File: src/design/dlh_pkg.sv
// ----------------------------------------------------------------------------
// dlh_pkg
// Shared types and codes of the line hull table: stored line record, cell
// shift controls, result status codes and sequencer states.
// ----------------------------------------------------------------------------
package dlh_pkg;

  // result status codes
  localparam logic [2:0] ST_ANSWERED = 3'd0;
  localparam logic [2:0] ST_KEPT     = 3'd1;
  localparam logic [2:0] ST_DROPPED  = 3'd2;
  localparam logic [2:0] ST_FULL     = 3'd3;
  localparam logic [2:0] ST_EMPTY    = 3'd4;

  // request command codes
  localparam logic CMD_INSERT = 1'b0;
  localparam logic CMD_QUERY  = 1'b1;

  // one stored line, tag marks the line of the current insert
  typedef struct packed {
    logic               tag;
    logic signed [31:0] slope;
    logic signed [31:0] intercept;
  } line_t;

  // what every cell of a chain does this cycle
  typedef enum logic [1:0] {
    OP_HOLD,
    OP_SHL,   // take right neighbor, last cell takes cell 0 (ring / pop)
    OP_SHR    // take left neighbor, cell 0 takes the pushed line
  } cell_op_t;

  typedef struct packed {
    cell_op_t op;
    line_t    push;
  } chain_ctl_t;

  // sequencer states
  typedef enum logic [2:0] {
    S_IDLE,
    S_INS_EVAL,
    S_INS_ACT,
    S_QRY,
    S_DONE
  } state_t;

endpackage

File: src/design/dlh_cell.sv
// ----------------------------------------------------------------------------
// dlh_cell
// One storage cell of a line chain: holds a line or takes it from a neighbor.
// ----------------------------------------------------------------------------
module dlh_cell (
  input  logic               clk,
  input  dlh_pkg::cell_op_t  op,
  input  dlh_pkg::line_t     from_left,
  input  dlh_pkg::line_t     from_right,
  output dlh_pkg::line_t     q
);
  import dlh_pkg::*;

  line_t data_r;
  line_t data_nxt;

  // neighbor select
  always_comb begin
    unique case (op)
      OP_SHL:  data_nxt = from_right;
      OP_SHR:  data_nxt = from_left;
      default: data_nxt = data_r;
    endcase
  end

  // payload only, no reset
  always_ff @(posedge clk) begin
    data_r <= data_nxt;
  end

  assign q = data_r;
endmodule

File: src/design/dlh_chain.sv
// ----------------------------------------------------------------------------
// dlh_chain
// Row of line cells wired as a ring / push-down stack, head at cell 0.
// ----------------------------------------------------------------------------
module dlh_chain #(
  parameter int DEPTH = 65
) (
  input  logic                 clk,
  input  dlh_pkg::chain_ctl_t  ctl,
  output dlh_pkg::line_t       head0,
  output dlh_pkg::line_t       head1
);
  import dlh_pkg::*;

  line_t cell_q [DEPTH];

  // cell row, last cell wraps to cell 0
  for (genvar i = 0; i < DEPTH; i++) begin : g_cell
    line_t left_in;
    line_t right_in;
    if (i == 0) begin : g_first
      assign left_in = ctl.push;
    end else begin : g_mid
      assign left_in = cell_q[i-1];
    end
    if (i == DEPTH - 1) begin : g_last
      assign right_in = cell_q[0];
    end else begin : g_inner
      assign right_in = cell_q[i+1];
    end
    dlh_cell u_cell (
      .clk        (clk),
      .op         (ctl.op),
      .from_left  (left_in),
      .from_right (right_in),
      .q          (cell_q[i])
    );
  end

  assign head0 = cell_q[0];
  assign head1 = cell_q[1];
endmodule

File: config.mk
export PLATFORM = sky130hd
export DESIGN_NAME = dlh_chain
export DESIGN_NICKNAME = d
export VERILOG_FILES = /design/src/design/dlh_pkg.sv /design/src/design/dlh_cell.sv /design/src/design/dlh_chain.sv
export SDC_FILE = /design/constraint.sdc
export NUM_CORES = 2
export LEC_CHECK = 0
export BUFFER_PORTS_ARGS = -buffer_cell sky130_fd_sc_hd__buf_2
export CAP_MARGIN = 20
export CORE_ASPECT_RATIO = 0.8
export CORE_MARGIN = 10
export CORE_UTILIZATION = 47
export CTS_CLUSTER_SIZE = 30
export DETAILED_ROUTE_END_ITERATION = 8
export GPL_ROUTABILITY_DRIVEN = 0
export PLACE_DENSITY = 0.6
export SLEW_MARGIN = 10
export SYNTH_ARGS = -nofsm -noshare
export SYNTH_HDL_FRONTEND = slang
export SYNTH_SLANG_ARGS = --single-unit
File: constraint.sdc
create_clock -name clk -period 150.2 [get_ports clk]
set_input_delay 30.04 -clock clk [delete_from_list [all_inputs] [get_ports clk]]
set_output_delay 30.04 -clock clk [all_outputs]
set_load 0.05 [all_outputs]
==> results.yml <==
status:
  run_status: "finished clean"
detailed_routing:
  drt_wl_total_um: 285000
  ant_nets: 0
  drtPass1Iterations: 5
  avgViaCountPerCell: 5.32
  drc: 0
  wire_per_inst_um: 19.6
  via_count: 77426
  drt-initial-drc-count: 6909
critical_path:
  worst-path-max-fanout: 198
  worst_path_most_repeated_cell: "sky130_fd_sc_hd__buf_4"
  critical_path.endpoint_type: "flop"
  critical_path.startpoint_type: "input port"
  cp_num_buf_inv: 9
  critPathKind: "in2reg"
  cp.depth: 11
  reg2reg_slack_ns: 148.76
  cp_top_family: "buffers and inverters"
  worst_path_cell_with_the_longest_stage_delay: "sky130_fd_sc_hd__buf_4"
  critical_path_required_ns: 150.86
  rr_worst_depth: 1
  slowest_delay_ns: 0.88
  ordered_cell_list_for_the_critical_path: "buf_2 -> inv_1 -> ha_4 -> buf_4 -> buf_12 -> buf_4 -> buf_4 -> buf_4 -> buf_12 -> buf_4 -> mux2_2"
  worst-endpoint-arrival_ns: 37.66
  worstReg2RegStart: "g_cell[0].u_cell.q[37]"
  startpoint: "ctl[65]"
logic_synthesis:
  synth_sequential_area_ratio_pct: 71.2
  most_instantiated_flip_flop_cell_in_the_synthesis_netlist: "sky130_fd_sc_hd__edfxtp_1"
  post_synthesis_net_count: 8993
  ys_ff_latch: 4225
  yosys.cell_types.count: 8
  synth_enable_flop_cells: 4225
  syn_area_um2: 178000
  avgSynthCellArea_um2: 20.0
  yosys.area.top_type: "sky130_fd_sc_hd__edfxtp_1"
  synth_cells: 8923
  synth_warnings: 0
  synth.top_cell.area_share_pct: 71.2
  post_synth_main_area_contributors: "sky130_fd_sc_hd__edfxtp_1, sky130_fd_sc_hd__mux2_2, sky130_fd_sc_hd__buf_6, sky130_fd_sc_hd__buf_2, sky130_fd_sc_hd__buf_4"
  synth_commonest_cells: "sky130_fd_sc_hd__edfxtp_1, sky130_fd_sc_hd__mux2_2, sky130_fd_sc_hd__buf_2, sky130_fd_sc_hd__buf_6, sky130_fd_sc_hd__buf_4"
  synthArstFlopShare_pct: 0
clock_tree:
  cts.reportedPaths.clkPinSlew_ns: 0.06
  clock_latency_ns: 0.95
  tritoncts_num_sinks: 4225
  cts_tree: "done"
  cts_resized: 0
  htree_levels: 5
  cts_setup_buffers: 0
  clockBufferDepth: 4
  cts_hold_buffers: 0
  cts_root_buf: "sky130_fd_sc_hd__clkbuf_16"
  cts_made_buffers: 428
worst_hold_path:
  startpoint_of_the_worst_hold_path: "g_cell[64].u_cell.q[48]"
  worst_hold_stages: 1
  kind_of_path_behind_the_tightest_hold_check: "reg2reg"
cells_and_area:
  number_of_flip_flops_under_the_largest_register_name: 4225
  multi_input_comb_area_um2: 47600
  nNetsFinal: 9259
  area_growth_syn_to_layout_pct: 10.2
  regArea_um2: 127000
  post_route_cells_drive_above_1_share_pct: 53.6
  final_util_pct: 52.0
  stdcell_area_um2: 196000
  fillCellCount: 29960
grt:
  globalRouteTotalUtil_pct: 13.5
  grt_first_pass_wirelength_um: 453000
  globalRouteOverflowTotal: 0
  grt_start_max_net_pins: 205
  grt_antenna_before_repair: 39
  vias_in_the_first_global_route: 79155
placed_design:
  hpwl_um: 170000
  placement.setup.worst_slack_ns: 112.37
  portBuffers: 197
  post_dp_cell_area_um2: 183000
timing:
  slew_headroom_pct: 17.0
  timing.final.max_slew_violations: 0
  fin_worst_skew_ns: 0.0614
  tightestPinTransition_ns: 1.25
  period_minus_slack_ns: 37.00
  fin_hold_ws_ns: 0.517
  finalWorstSetupSlack_ns: 113.20
  hold_viol_final: 0
  setup_viol_count_final: 0
  grt_setup_unrepaired: "false"
  totalNegativeSetupSlack_ns: 0
  max_clock_freq_mhz: 27.0
  finalCritPeriodShare_pct: 24.6
die:
  boundary_pins: 198
  die-width_um: 709
  floorplan.initialDensity_pct: 47.2
  die_h_um: 571
  rows: 202
  std_cell_core_area_um2: 378000
  design.die.area_um2: 405000
pwr:
  total_leakage_power_uw: 0.0651
  p_int_uw: 2250
  netSwitchingFraction_pct: 22.7
  vdd.ir_drop.worst_v: 0.0000112
  p_clk_share_pct: 35.3
  power_density_nw_per_um2: 14.8
  comb_power_share_pct: 9.4
  sequentialPowerShare_pct: 55.3
  p_switching_uw: 661
run:
  maxCapViolCount: 0
-- power by group through the flow --
stage / sequential (µW) / clock [µW] / combinational, µW
after floorplan: 2020 / 0 / 220
after detailed placement: 1640 / 0 / 276
after global routing: 1630 / 1110 / 299
final: 1610 / 1030 / 275
after global placement: 1630 / 0 / 261
after CTS: 1610 / 1070 / 278
-- routing by layer --
layer  routed length, µm  vias up  global-route usage [%]
li1                    -    36251                       -
met1              143000    39510                    21.1
met2              123000     1200                    19.7
met3               11800      465                    1.86
met4                7660        0                    3.92
met5                   0        -                       0
-- cells by family after synthesis --
logic type / count (synthesis) / synth area share (%)
fa+ha+maj: 2 / 0.0140
mux: 4225 / 26.7
flops: 4225 / 71.2
buf+inv: 471 / 2.13
-- worst paths after layout --
path	endpoint
setup / recovery	g_cell[12].u_cell.q[29]
hold / removal	g_cell[63].u_cell.q[48]
setup reg to reg	g_cell[1].u_cell.q[37]
hold reg to reg	g_cell[63].u_cell.q[48]
-- layout by cell type, fill, tap and decap left out, drive strengths merged --
cell type  synthesis  final
bufinv             0     33
clkbuf             1    529
diode              0      6
mux2            4225   4225
clkinvlp           0     10
clkinv             0    199
ha                 2      2
buf              468    305
edfxtp          4225   4225
inv                2     16
-- cell type report --
cell class,count,area share [%]
Clock buffer,529,5.66
Clock inverter,256,1.23
Sequential cell,4225,64.6
Antenna cell,6,0.00764
Tap cell,4998,3.18
Inverter,2,0.00764
Multi-Input combinational cell,4227,24.2
Timing Repair Buffer,305,1.08
-- per-stage QoR --
step                      total power [µW]  instances
after CTS                             2960      14534
after global routing                  3040      14546
after floorplan                       2240       8923
final                                 2910      14548
after detailed placement              1910      13749
after global placement                1890      13749
(Power assumes the default switching activity.)
